### src/fust_pkg.sv
package fust_pkg;

    localparam int LETTER_W = 5;
    localparam int DATA_W   = 8;

    typedef logic [LETTER_W-1:0] t_letter;
    typedef logic [1:0]          t_count;

    localparam t_count CNT_ZERO = 2'd0;
    localparam t_count CNT_ONE  = 2'd1;
    localparam t_count CNT_TWO  = 2'd2;

    typedef enum logic [3:0] {
        ST_IDLE = 4'b0001,
        ST_UPD  = 4'b0010,
        ST_QRD  = 4'b0100,
        ST_CRD  = 4'b1000
    } t_state;

    // command group from the sequencer to the count store
    typedef struct packed {
        logic   clear;
        logic   wr;
        t_count wdata;
    } t_cnt_ctl;

    typedef struct packed {
        logic    has;
        t_letter idx;
    } t_result;

endpackage

### src/fust_count_mem.sv
module fust_count_mem
    import fust_pkg::*;
#(
    parameter int ALPHABET = 26,
    parameter int AW       = $clog2(ALPHABET)
) (
    input  logic          i_clk,
    input  logic          i_rst_n,
    input  t_cnt_ctl      i_ctl,
    input  logic [AW-1:0] i_waddr,
    input  logic [AW-1:0] i_raddr,
    output t_count        o_rdata
);

    t_count               r_mem [ALPHABET];
    t_count               r_rdata;
    logic [ALPHABET-1:0]  r_valid;
    logic                 r_rvalid;

    // one valid bit per letter, so a clear takes effect at once
    always_ff @(posedge i_clk) begin
        if (!i_rst_n) begin
            r_valid  <= '0;
            r_rvalid <= 1'b0;
        end else begin
            if (i_ctl.clear) begin
                r_valid <= '0;
            end else if (i_ctl.wr) begin
                r_valid[i_waddr] <= 1'b1;
            end
            r_rvalid <= !i_ctl.clear && (int'(i_raddr) < ALPHABET) && r_valid[i_raddr];
        end
    end

    always_ff @(posedge i_clk) begin
        if (i_ctl.wr) begin
            r_mem[i_waddr] <= i_ctl.wdata;
        end
        r_rdata <= r_mem[i_raddr];
    end

    assign o_rdata = r_rvalid ? r_rdata : CNT_ZERO;

endmodule

### src/fust_queue_mem.sv
module fust_queue_mem
    import fust_pkg::*;
#(
    parameter int ALPHABET = 26,
    parameter int AW       = $clog2(ALPHABET)
) (
    input  logic          i_clk,
    input  logic          i_wen,
    input  logic [AW-1:0] i_waddr,
    input  t_letter       i_wdata,
    input  logic [AW-1:0] i_raddr,
    output t_letter       o_rdata
);

    t_letter r_mem [ALPHABET];
    t_letter r_rdata;

    always_ff @(posedge i_clk) begin
        if (i_wen) begin
            r_mem[i_waddr] <= i_wdata;
        end
        r_rdata <= r_mem[i_raddr];
    end

    assign o_rdata = r_rdata;

endmodule

### src/fust_out_buf.sv
module fust_out_buf
    import fust_pkg::*;
(
    input  logic              i_clk,
    input  logic              i_rst_n,
    input  logic              i_res_valid,
    input  t_result           i_res,
    output logic              o_space,
    output logic              o_m_tvalid,
    input  logic              i_m_tready,
    output logic [DATA_W-1:0] o_m_tdata,
    output logic              o_m_tuser
);

    t_result r_out;
    t_result r_pend;
    logic    r_out_v;
    logic    r_pend_v;
    logic    slot_free;

    assign slot_free = !r_out_v || i_m_tready;

    always_ff @(posedge i_clk) begin
        if (!i_rst_n) begin
            r_out_v  <= 1'b0;
            r_pend_v <= 1'b0;
        end else if (slot_free) begin
            if (r_pend_v) begin
                r_pend_v <= 1'b0;
                r_out_v  <= 1'b1;
            end else begin
                r_out_v <= i_res_valid;
            end
        end else if (i_res_valid) begin
            r_pend_v <= 1'b1;
        end
    end

    always_ff @(posedge i_clk) begin
        if (slot_free) begin
            if (r_pend_v) begin
                r_out <= r_pend;
            end else if (i_res_valid) begin
                r_out <= i_res;
            end
        end else if (i_res_valid) begin
            r_pend <= i_res;
        end
    end

    // a new item may start only when the skid entry is free
    assign o_space    = !r_pend_v;
    assign o_m_tvalid = r_out_v;
    assign o_m_tdata  = DATA_W'(r_out.idx);
    assign o_m_tuser  = r_out.has;

endmodule

### src/fust_ctrl.sv
module fust_ctrl
    import fust_pkg::*;
#(
    parameter int ALPHABET = 26,
    parameter int AW       = $clog2(ALPHABET),
    parameter int FW       = $clog2(ALPHABET + 1)
) (
    input  logic          i_clk,
    input  logic          i_rst_n,
    input  logic          i_s_tvalid,
    output logic          o_s_tready,
    input  t_letter       i_letter,
    input  logic          i_new_string,
    input  logic          i_buf_space,
    output logic          o_res_valid,
    output t_result       o_res,
    output t_cnt_ctl      o_cnt_ctl,
    output logic [AW-1:0] o_cnt_waddr,
    output logic [AW-1:0] o_cnt_raddr,
    input  t_count        i_cnt_rdata,
    output logic          o_q_wen,
    output logic [AW-1:0] o_q_waddr,
    output t_letter       o_q_wdata,
    output logic [AW-1:0] o_q_raddr,
    input  t_letter       i_q_rdata
);

    t_state        r_state, n_state;
    t_letter       r_letter, n_letter;
    t_letter       r_front, n_front;
    logic [AW-1:0] r_head, n_head;
    logic [AW-1:0] r_tail, n_tail;
    logic [FW-1:0] r_fill, n_fill;
    logic          accept;
    logic          in_range;
    logic          do_pop;
    logic          show_front;

    function automatic logic [AW-1:0] wrap_next(input logic [AW-1:0] p);
        return (p == AW'(ALPHABET - 1)) ? '0 : p + 1'b1;
    endfunction

    assign o_s_tready = (r_state == ST_IDLE) && i_buf_space;
    assign accept     = i_s_tvalid && o_s_tready;
    assign in_range   = int'(r_letter) < ALPHABET;

    assign o_cnt_waddr = AW'(r_letter);
    assign o_cnt_raddr = (r_state == ST_QRD) ? AW'(i_q_rdata) : AW'(i_letter);
    assign o_q_waddr   = r_tail;
    assign o_q_wdata   = r_letter;
    assign o_q_raddr   = n_head;

    always_comb begin
        n_state          = r_state;
        n_letter         = r_letter;
        n_front          = r_front;
        n_head           = r_head;
        n_tail           = r_tail;
        n_fill           = r_fill;
        o_cnt_ctl.clear  = accept && i_new_string;
        o_cnt_ctl.wr     = 1'b0;
        o_cnt_ctl.wdata  = CNT_ONE;
        o_q_wen          = 1'b0;
        o_res_valid      = 1'b0;
        o_res.has        = 1'b0;
        o_res.idx        = '0;
        do_pop           = 1'b0;
        show_front       = 1'b0;

        unique case (r_state)
            ST_IDLE: begin
                if (accept) begin
                    n_letter = i_letter;
                    if (i_new_string) begin
                        n_head = '0;
                        n_tail = '0;
                        n_fill = '0;
                    end
                    n_state = ST_UPD;
                end
            end
            ST_UPD: begin
                if (in_range && i_cnt_rdata == CNT_ZERO) begin
                    o_cnt_ctl.wr    = 1'b1;
                    o_cnt_ctl.wdata = CNT_ONE;
                    if (r_fill < FW'(ALPHABET)) begin
                        o_q_wen = 1'b1;
                        n_tail  = wrap_next(r_tail);
                        n_fill  = r_fill + 1'b1;
                    end
                    // first letter of an empty queue becomes the front
                    if (r_fill == '0) begin
                        n_front = r_letter;
                    end
                    o_res_valid = 1'b1;
                    o_res.has   = 1'b1;
                    o_res.idx   = (r_fill == '0) ? r_letter : r_front;
                    n_state     = ST_IDLE;
                end else if (in_range && i_cnt_rdata == CNT_ONE) begin
                    o_cnt_ctl.wr    = 1'b1;
                    o_cnt_ctl.wdata = CNT_TWO;
                    // only the front can turn repeated here, others stay queued
                    if (r_fill != '0 && r_letter == r_front) begin
                        do_pop = 1'b1;
                    end else begin
                        show_front = 1'b1;
                    end
                end else begin
                    show_front = 1'b1;
                end
            end
            ST_QRD: begin
                n_front = i_q_rdata;
                n_state = ST_CRD;
            end
            ST_CRD: begin
                if (i_cnt_rdata >= CNT_TWO) begin
                    do_pop = 1'b1;
                end else begin
                    show_front = 1'b1;
                end
            end
            default: begin
                n_state = ST_IDLE;
            end
        endcase

        if (show_front) begin
            o_res_valid = 1'b1;
            o_res.has   = (r_fill != '0);
            o_res.idx   = (r_fill != '0) ? r_front : '0;
            n_state     = ST_IDLE;
        end

        if (do_pop) begin
            n_head = wrap_next(r_head);
            n_fill = r_fill - 1'b1;
            if (r_fill == FW'(1)) begin
                o_res_valid = 1'b1;
                o_res.has   = 1'b0;
                o_res.idx   = '0;
                n_state     = ST_IDLE;
            end else begin
                n_state = ST_QRD;
            end
        end
    end

    always_ff @(posedge i_clk) begin
        if (!i_rst_n) begin
            r_state <= ST_IDLE;
            r_head  <= '0;
            r_tail  <= '0;
            r_fill  <= '0;
        end else begin
            r_state <= n_state;
            r_head  <= n_head;
            r_tail  <= n_tail;
            r_fill  <= n_fill;
        end
    end

    always_ff @(posedge i_clk) begin
        r_letter <= n_letter;
        r_front  <= n_front;
    end

endmodule

### src/first_unique_symbol_tracker_top.sv
// flow: an accepted item reads the count memory in the update state, then its result
// goes to the output register; each front drop that leaves the order queue non-empty
// adds the queue read and count read states; a new item is taken only in the idle state
// reset: synchronous active low; counts are cleared at once through per-letter valid
// bits, so there is no clearing pass; new_string clears the same way
module first_unique_symbol_tracker_top
    import fust_pkg::*;
#(
    parameter int ALPHABET = 26
) (
    input  logic              i_clk,
    input  logic              i_rst_n,
    input  logic              i_s_tvalid,
    output logic              o_s_tready,
    input  logic [DATA_W-1:0] i_s_tdata,  // [4:0] letter_index
    input  logic              i_s_tuser,  // [0] new_string
    output logic              o_m_tvalid,
    input  logic              i_m_tready,
    output logic [DATA_W-1:0] o_m_tdata,  // [4:0] unique_index
    output logic              o_m_tuser   // [0] has_unique
);

    localparam int AW = $clog2(ALPHABET);

    t_cnt_ctl      cnt_ctl;
    logic [AW-1:0] cnt_waddr;
    logic [AW-1:0] cnt_raddr;
    t_count        cnt_rdata;
    logic          q_wen;
    logic [AW-1:0] q_waddr;
    t_letter       q_wdata;
    logic [AW-1:0] q_raddr;
    t_letter       q_rdata;
    logic          buf_space;
    logic          res_valid;
    t_result       res;

    fust_ctrl #(
        .ALPHABET (ALPHABET)
    ) u_ctrl (
        .i_clk        (i_clk),
        .i_rst_n      (i_rst_n),
        .i_s_tvalid   (i_s_tvalid),
        .o_s_tready   (o_s_tready),
        .i_letter     (i_s_tdata[LETTER_W-1:0]),
        .i_new_string (i_s_tuser),
        .i_buf_space  (buf_space),
        .o_res_valid  (res_valid),
        .o_res        (res),
        .o_cnt_ctl    (cnt_ctl),
        .o_cnt_waddr  (cnt_waddr),
        .o_cnt_raddr  (cnt_raddr),
        .i_cnt_rdata  (cnt_rdata),
        .o_q_wen      (q_wen),
        .o_q_waddr    (q_waddr),
        .o_q_wdata    (q_wdata),
        .o_q_raddr    (q_raddr),
        .i_q_rdata    (q_rdata)
    );

    fust_count_mem #(
        .ALPHABET (ALPHABET)
    ) u_count_mem (
        .i_clk   (i_clk),
        .i_rst_n (i_rst_n),
        .i_ctl   (cnt_ctl),
        .i_waddr (cnt_waddr),
        .i_raddr (cnt_raddr),
        .o_rdata (cnt_rdata)
    );

    fust_queue_mem #(
        .ALPHABET (ALPHABET)
    ) u_queue_mem (
        .i_clk   (i_clk),
        .i_wen   (q_wen),
        .i_waddr (q_waddr),
        .i_wdata (q_wdata),
        .i_raddr (q_raddr),
        .o_rdata (q_rdata)
    );

    fust_out_buf u_out_buf (
        .i_clk       (i_clk),
        .i_rst_n     (i_rst_n),
        .i_res_valid (res_valid),
        .i_res       (res),
        .o_space     (buf_space),
        .o_m_tvalid  (o_m_tvalid),
        .i_m_tready  (i_m_tready),
        .o_m_tdata   (o_m_tdata),
        .o_m_tuser   (o_m_tuser)
    );

endmodule

### config.mk
export PLATFORM = sky130hd
export DESIGN_NAME = first_unique_symbol_tracker_top
export DESIGN_NICKNAME = d
export VERILOG_FILES = /design/src/fust_pkg.sv /design/src/fust_count_mem.sv /design/src/fust_queue_mem.sv /design/src/fust_out_buf.sv /design/src/fust_ctrl.sv /design/src/first_unique_symbol_tracker_top.sv
export SDC_FILE = /design/constraint.sdc
export NUM_CORES = 1
export LEC_CHECK = 0
export ABC_AREA = 1
export BUFFER_PORTS_ARGS = -buffer_cell sky130_fd_sc_hd__buf_2
export CORE_ASPECT_RATIO = 0.5
export CORE_MARGIN = 1
export CORE_UTILIZATION = 67
export DETAILED_ROUTE_END_ITERATION = 8
export PLACE_DENSITY = 0.91
export SYNTH_ARGS = -nofsm -noshare
export SYNTH_HDL_FRONTEND = slang
export SYNTH_HIERARCHICAL = 1
export SYNTH_SLANG_ARGS = --single-unit
### constraint.sdc
create_clock -name i_clk -period 5.5 [get_ports i_clk]
set_clock_uncertainty 0.15 [all_clocks]
set_input_delay 0.825 -clock i_clk [delete_from_list [all_inputs] [get_ports i_clk]]
set_output_delay 0.825 -clock i_clk [all_outputs]
set_load 0.01 [all_outputs]
### Word level (Yosys, flattened, before mapping)

Memory sizes are Yosys's and may differ from the RTL's. A register that Yosys moved wholly into a read port is not among the register bits.
Index checks and enable logic that the tools add are counted.
Widths: inputs -> output; s select.

| operators by class | value |
|---|---|
| order comparisons | 7 |
| add/sub/neg operators | 4 |
| eq/ne operators | 20 |
| reduce and logical (&&, ||, !) cells | 29 |
| mux-type cells | 64 |
| bitwise gates (word level) | 3 |

Operators with widths:

| operator | count |
|---|---|
| $mux 5 | 17 |
| $mux 6 | 7 |
| $pmux 5 s2 | 3 |
| $or 26x26->26 | 1 |
| $mux 1 | 23 |
| $mux 4 | 4 |
| $pmux 4 s4 | 1 |
| $add 5x1->5 const B | 3 |
| $lt 5x5->1 const B | 3 |
| $lt 5x6->1 const B | 2 |
| $mux 3 | 4 |
| $ne 3x1->1 const B | 4 |
| $eq 5x5->1 const B | 2 |
| $reduce_and 5->1 | 2 |
| $logic_and 1x1->1 | 9 |
| $ne 4x1->1 const B | 2 |
| $reduce_and 2->1 | 4 |
| $ne 2x1->1 const B | 3 |
| $reduce_bool 2->1 | 3 |
| $bmux 1 s5 | 1 |
| $demux 1 s5 | 1 |
| $eq 5x1->1 const B | 1 |
| $eq 5x5->1 | 1 |
| $ge 5x1->1 const B | 1 |
| 20 further kinds | 25 |

| word-level totals | value |
|---|---|
| logic and storage cells | 143 |
| output and inout bits | 11 |
| register bits | 70 |
| RAM bits | 182 |
| memories kept | 2 |
| input port bits | 13 |

Memories:

| memory | words | width | rd ports | clocked after Yosys merged registers in | write ports | line | source |
|---|---|---|---|---|---|---|---|
| u_queue_mem.r_mem | 26 | 5 | 1 | 1 | 1 | fust_queue_mem.sv:15 | `t_letter r_mem [ALPHABET];` |
| u_count_mem.r_mem | 26 | 2 | 1 | 1 | 1 | fust_count_mem.sv:15 | `t_count r_mem [ALPHABET];` |

### Logic depth before layout (Yosys ltp)

Gate-level depths: netlist of the first run.

| logic depth | value |
|---|---|
| word-level depth | 11 |
| gate-level depth with buffers | 23 |
| gate-level depth less buffers | 21 |

### Hierarchy

The synthesis of the first run kept the hierarchy.

Modules (own cells, without submodules):

| module | sequential area each (µm²) | area an instance (µm²) | instances | cells an instance |
|---|---|---|---|---|
| fust_queue_mem | 4003.8 | 5662.9 | 1 | 516 |
| fust_count_mem | 2142.1 | 3502.1 | 1 | 401 |
| fust_ctrl | 680.7 | 2075.7 | 1 | 301 |
| fust_out_buf | 400.4 | 561.8 | 1 | 46 |

### Least setup slack after synthesis of the first run

No wires, ideal clock.

| timing | value |
|---|---|
| path kind | register to register |
| start point | register u_ctrl.r_letter[3] (netlist: u_ctrl/o_cnt_waddr[3]) |
| end point | memory u_count_mem/r_mem[21][0] (netlist name), enable pin |
| period minus slack after synthesis | 3.032 ns |
| arrival | 2.566 ns |
| slack | 2.468 ns |
| stages on the path, launching flop included | 12 |
| library setup time | 0.316 ns |
| cells stage by stage | edfxtp_1 nand2_1 inv_1 nand2_1 nand2_1 nor2_1 inv_1 nand2_1 inv_1 nor3_1 inv_1 nor2_1 |

RTL lines:

| item | line | source |
|---|---|---|
| from (decl) | fust_ctrl.sv:29 | `t_letter r_letter, n_letter;` |
| from (signal assigned) | fust_ctrl.sv:164 | `r_letter <= n_letter;` |
| to (decl) | fust_count_mem.sv:15 |  |

### Final worst setup path of the first run

| timing | value |
|---|---|
| start point | register u_ctrl.r_state[3] |
| end point | register u_queue_mem.r_rdata[4] (netlist: u_queue_mem/o_rdata[4]) (read register of u_queue_mem.r_mem) |

| on the way | value |
|---|---|
| word-level cells in the longest chain between the ends | 6 |
| elaborated cells on any way between the ends | 9 |

Ends and longest elaborated chain:

| item | line | source |
|---|---|---|
| from (decl) | fust_ctrl.sv:28 | `t_state r_state, n_state;` |
| from (signal assigned) | fust_ctrl.sv:156 | `r_state <= n_state;` |
| $eq 4x1->1 | fust_ctrl.sv:43, fust_ctrl.sv:70 |  |
| $logic_and 1x1->1 | fust_ctrl.sv:43 | `assign o_s_tready = (r_state == ST_IDLE) && i_buf_space;` |
| $logic_and 1x1->1 | fust_ctrl.sv:44 | `assign accept = i_s_tvalid && o_s_tready;` |
| $mux 5 | fust_ctrl.sv:72 | `if (accept) begin` |
| $mux 5 | fust_ctrl.sv:70 | `unique case (r_state)` |
| $mux 5 * | fust_ctrl.sv:135 | `if (do_pop) begin` |
| net q_raddr[1] | first_unique_symbol_tracker_top.sv:32 | `logic [AW-1:0] q_raddr;` |
| to (decl) | fust_queue_mem.sv:16 | `t_letter r_rdata;` |

The timed path passes the listed nets; every way through them passes the cells marked *.
A chain may end at the register's enable or synchronous reset.

==> flow_metrics.tcl, run 1 <==
set metrics [dict create \
    min_from "u_count_mem/r_valid[0]" \
    fin_crit_sh_pct 74.4 \
    root_buffer "clkbuf_16" \
    cts_tree "built" \
    grt_max_degree 66 \
    relSlewSlack_pct 28.1 \
    area_delta_synth_final_pct 7.09 \
    final_antenna_net_count 0 \
    grt_pass1_vias 8941 \
    yosysUniqueCellTypes 39 \
    antenna_found_initial 0 \
    cts_buffer_depth 3 \
    start_util_pct 70.2 \
    grt_use_met3_pct 6.42 \
    grt_first_pass_wirelength_um 44300 \
    wl_per_cell_um 18.7 \
    num-nets-final 1289 \
    rsz0062_at_grt "no" \
    grt-busiest-layer "met2" \
    cap_violations 0 \
    clk_latency_ns 0.51 \
    cts_sinks 259 \
    grt.overflow.total 0 \
    syn_area_per_cell_um2 9.34 \
    crit_start "u_ctrl/r_state[3]" \
    worst_slack_ns 1.41 \
    antennaDiodeCount 0 \
    path_clk_slew_ns 0.07 \
    vdd_ir_drop_max_mv 0.197 \
    critPathCaptureType "register" \
    crit_path_max_fanout 31 \
    firstDrtPassIters 8 \
    place_area_um2 11900 \
    cp_data_required_time_ns 5.74 \
    htreeDepth 1 \
    die_y_um 95.9 \
    viasPerCell 6.16 \
    leakagePower_nw 5.04 \
    grt_use_met2_pct 55.2 \
    port_buffers 17 \
    power_density_nw_per_um2 317 \
    met1_usage_pct 40.1 \
    max_freq_ghz 0.244 \
    outcome "finished, final reports clean" \
    postRouteWirelength_um 28300 \
    routabilityCongestion 0.878 \
    hold_viol 0 \
    cts_resized 0 \
    postCtsSetupBuffers 0 \
    dp_worst_setup_slack_ns 1.42 \
    drc 0 \
    place_hpwl_um 16800 \
    setup_viol 0 \
    grt_usage_pct 32.1 \
    synth_area_um2 11800 \
    r2r_setup_slack_ns 1.41 \
    stdcell_area_um2 12600 \
    seq_area_frac_synth_pct 61.2 \
    worstHoldPathType "reg2reg" \
    fill_cells 1024 \
    finalSetupTns_ns 0 \
    drt_iter0_markers 1301 \
    p_total_mw 4.00 \
    worst_pin_slew_ns 1.07 \
    vias 9302 \
    yosysWarnings 6 \
    ios 24 \
    drive_gt1_share_pct 9.58 \
    core_um2 16800 \
    numCtsBuffers 22 \
    critical_path_class "reg2reg" \
    r2r-start "u_ctrl/r_state[3]" \
    layout_min_cycle_time_ns 4.09 \
    design.die.area_um2 18200 \
    synthCells 1264 \
    ys_seq_elements 259 \
    rows 33 \
    critical_path.startpoint_type "register" \
    die_x_um 190 \
    crit_arrival_ns 4.33 \
    final_core_util_pct 75.2 \
    drv_slew 0 \
    hold_buffers 0 \
]
## cells in the final DEF, fill, tap and decap left out, drive strengths merged
cell	count
clkinv	10
o211ai	1
a21oi	10
o21ai	34
xnor2	3
clkinvlp	1
o21bai	2
and3	1
nor2	178
nand2	374
clkbuf	30
nor4	1
inv	127
nor3	20
conb	3
bufinv	2
nand3	175
or2	4
edfxtp	204
ha	8
mux2	1
nand4	3
dfxtp	55
buf	29
xor2	8
## worst max-delay path, cell delays in order (launching register included)
cell,delay [ns]
dfxtp_1,0.33
nor2_2,0.14
nand3_1,0.21
nor3_1,0.88
nand2_1,0.40
nand3_1,0.24
nand2_1,0.09
buf_4,0.26
inv_2,0.50
nand3_1,0.18
nand3_1,0.19
nand2_1,0.11
nand2_1,0.08
nand2_1,0.07
nand2_1,0.06
nand2_1,0.07
## cells by family (layout without fill, tap and decap cells)
group	Yosys count	after routing	synth area share (%)
AO/OA/AOI/OAI	47	47	2.22
XOR/XNOR	11	11	0.816
adder cells (fa/ha/maj)	8	8	0.848
buffers and inverters	181	199	7.47
flip-flops	259	259	61.2
multiplexers	1	1	0.0954
other	1	3	0.0318
AND/OR/NAND/NOR	756	756	27.3
## per-layer routing
| layer | part of all wire, % | vias to the layer above | wire length (um) |
|---|---|---|---|
| met5 | 0 | - | 0 |
| met4 | 3.9 | 0 | 1090 |
| met3 | 12 | 144 | 3380 |
| met2 | 47 | 719 | 13400 |
| met1 | 37 | 4315 | 10400 |
| li1 | - | 4124 | - |
## power by group
group,total (mW),internal (mW),switching (mW)
clock,1.61,0.919,0.690
sequential,2.14,2.13,0.0179
combinational,0.250,0.0676,0.183
total,4.00,3.11,0.891
## synth_stat cells (all sizes together)
library cell	n	share of area (%)
conb	1	0.032
nor4	1	0.053
inv	126	4.1
dfxtp	55	9.3
clkbuf	8	0.25
a21oi	10	0.58
nand3	175	7.6
clkinv	4	0.13
nand4	3	0.21
mux2	1	0.095
xor2	8	0.59
nor2	178	6.0
o21bai	2	0.13
and3	1	0.053
or2	4	0.21
ha	8	0.85
buf	43	3.0
xnor2	3	0.22
o21ai	34	1.4
nand2	374	12
nor3	20	0.89
edfxtp	204	52
o211ai	1	0.064
## path summary, 6_finish.rpt
path / endpoint / depth (start not counted)
worst max-delay path: u_queue_mem/o_rdata[4] / 15
worst min-delay path: u_count_mem/r_valid[0] / 2
worst min register to register: u_count_mem/r_valid[0] / 2
worst max register to register: u_queue_mem/o_rdata[4] / 15
## sequential cells by signal (all words and copies together), names as in the netlist
signal and flops:
u_queue_mem/r_mem 130, u_out_buf/r_pend_v 1, u_ctrl/r_front 5, u_count_mem/r_rvalid 1, u_out_buf/r_pend 6, u_count_mem/r_mem 52, u_out_buf/o_m_tuser 1, u_ctrl/r_fill 5
u_out_buf/o_m_tvalid 1, u_count_mem/r_valid 26, u_queue_mem/o_rdata 5, u_count_mem/r_rdata 2, u_out_buf/o_m_tdata 5, u_ctrl/o_q_waddr 5, u_ctrl/o_cnt_waddr 5, u_ctrl/r_head 5
u_ctrl/r_state 4
## per-stage QoR
stage                     hold WS (ns)  std cells
after floorplan                  0.283       1266
after global routing             0.355       1511
after detailed placement         0.310       1471
after global placement           0.300       1471
after CTS                        0.328       1511
final                            0.325       1511
## area by class of cell
type	count	area (um2)	area share, %
Clock buffer	30	642	5.08
Clock inverter	10	113	0.891
Inverter	130	495	3.92
Multi-Input combinational cell	826	3700	29.3
Sequential cell	259	7230	57.2
Tap cell	227	284	2.25
Timing Repair Buffer	29	175	1.39
(Power assumes the default switching activity.)
==> inputs of run 2 (changes only) <==
Settings changed: CORE_UTILIZATION 67 to 57, PLACE_DENSITY 0.91 to 0.83.
Clock period 5.5 ns to 3.62 ns, I/O delays scaled along.
==> run 2 against run 1 <==
Power increased by 49%. Flip-flop and latch count unchanged. Sequential power increased by 52%. Final area increased by 0.50%. Critical path depth increased by 5. Global-route usage decreased by 7.0 points. Via count decreased by 6.1%. Critical endpoint unchanged. Largest power group unchanged.
==> flow_metrics.tcl, run 2 (synthesis results as in run 1) <==
set metrics [dict create \
    outcome "finished, final reports clean" \
    cts_buffer_depth 3 \
    area_delta_synth_final_pct 7.63 \
    htreeDepth 1 \
    path_buf_inv 4 \
    vias 8735 \
    root_buffer "clkbuf_16" \
    drive_gt1_share_pct 9.90 \
    critical_path.startpoint_type "register" \
    cap_violations 0 \
    port_buffers 17 \
    viasPerCell 5.60 \
    min_from "i_s_tdata[4]" \
    final_core_util_pct 64.0 \
    grt_usage_pct 25.1 \
    firstDrtPassIters 6 \
    largest_reg_flops 130 \
    rsz0062_at_grt "no" \
    crit_arrival_ns 3.43 \
    cts_tree "built" \
    power_density_nw_per_um2 470 \
    crit_chain "inv_1 > ha_1 > inv_1 > nor2_1 > nand2_4 > nand2_4 > nor2_4 > nand3_4 > nand2_4 > inv_2 > nand3_1 > nand2_1 > inv_2 > nand3_1 > nand3_1 > nand2_1 > nand2_1 > nand2_1 > nand2_1 > nand2_1" \
    relSlewSlack_pct 45.6 \
    die_y_um 104 \
    ios 24 \
    critPathCaptureType "register" \
    critical_path_class "reg2reg" \
    drt_iter0_markers 1054 \
    layout_common_cells "364 x nand2_1, 204 x edfxtp_1, 172 x nor2_1, 172 x nand3_1, 96 x inv_1" \
    grt_pass1_vias 8367 \
    final_antenna_net_count 0 \
    cts_resized 0 \
    cpPeakStageDelay_ns 0.41 \
    slowest_stage "inv_2" \
    core_um2 19900 \
    die_x_um 206 \
    largest-register "u_queue_mem/r_mem" \
    fill_cells 1478 \
    postRouteWirelength_um 26100 \
    crit_start "u_ctrl/r_fill[0]" \
    routabilityCongestion 0.869 \
    r2r-start "u_ctrl/r_fill[0]" \
    wl_per_cell_um 16.8 \
    hold_buffers 0 \
    setup_viol 0 \
    start_util_pct 59.4 \
    path_delay_family "simple AND/OR/NAND/NOR gates" \
    grt_first_pass_wirelength_um 41500 \
    layout_min_cycle_time_ns 3.18 \
    worst_pin_slew_ns 0.816 \
    p_total_mw 5.97 \
    drv_slew 0 \
    postCtsSetupBuffers 0 \
    hold_viol 0 \
    design.die.area_um2 21300 \
    path_clk_slew_ns 0.07 \
    grt.overflow.total 0 \
    leakagePower_nw 5.07 \
    finalSetupTns_ns 0 \
    numCtsBuffers 23 \
    clk_latency_ns 0.51 \
    fin_crit_sh_pct 87.9 \
    drc 0 \
    max_freq_ghz 0.314 \
    grt_max_degree 37 \
    cp_data_required_time_ns 3.87 \
    place_hpwl_um 16800 \
    worstHoldPathType "in2reg" \
    vdd_ir_drop_max_mv 0.303 \
    num-nets-final 1298 \
    antenna_found_initial 0 \
    crit_path_max_fanout 30 \
    layout_commonest_cell "nand2_1" \
    antennaDiodeCount 0 \
    rows 36 \
    cts_sinks 259 \
    largestRegisters "u_queue_mem/r_mem (130), u_count_mem/r_mem (52), u_count_mem/r_valid (26)" \
    crit_path_frequent_cell "nand2_1" \
]
-- run 2: cell types whose count changed in the layout (fill, tap and decap cells not counted), sizes merged --
cell and change:
inv +2, buf +8, clkinv +1, bufinv -1
clkinvlp -1
-- run 2: worst paths after layout --
path / to / slack [ns] / cells after the start
setup / recovery: u_queue_mem/o_rdata[4] / 0.44 / 20
hold / removal: u_ctrl/o_cnt_waddr[4] / 0.12 / 1
setup reg to reg: u_queue_mem/o_rdata[4] / 0.44 / 20
hold reg to reg: u_count_mem/r_valid[17] / 0.31 / 2
-- run 2: cell type report --
class                      instances  area (um2)  share of cell area, %
multi-input combinational        826        3700                   29.2
inverter                         130         495                   3.90
timing repair buffer              37         235                   1.85
tap                              266         333                   2.62
clock inverter                    11        87.6                  0.689
sequential                       259        7230                   56.9
clock buffer                      30         622                   4.90
-- run 2: power breakdown --
| part | switching (mW) | internal (mW) | total (mW) | leakage (nW) |
|---|---|---|---|---|
| logic | 0.272 | 0.107 | 0.378 | 2.41 |
| registers | 0.0269 | 3.23 | 3.26 | 2.30 |
| clock network | 1.05 | 1.29 | 2.34 | 0.352 |
-- run 2: through the flow --
stage | hold WS, ns | worst slack [ns] | std cells | cell area (um2)
final | 0.118 | 0.439 | 1559 | 12700
after detailed placement | 0.302 | 0.549 | 1518 | 12000
after global placement | 0.295 | 0.646 | 1518 | 12000
after floorplan | 0.283 | 0.588 | 1266 | 11800
after CTS | 0.0965 | 0.475 | 1559 | 12700
after global routing | 0.0869 | 0.186 | 1559 | 12700
-- run 2: routing by layer --
metal | GRT usage, % | vias up | wire length (um)
li1 | - | 4139 | -
met1 | 33.3 | 4039 | 10500
met2 | 41.3 | 488 | 12400
met3 | 4.78 | 69 | 2480
met4 | 8.57 | 0 | 744
met5 | 0 | - | 0
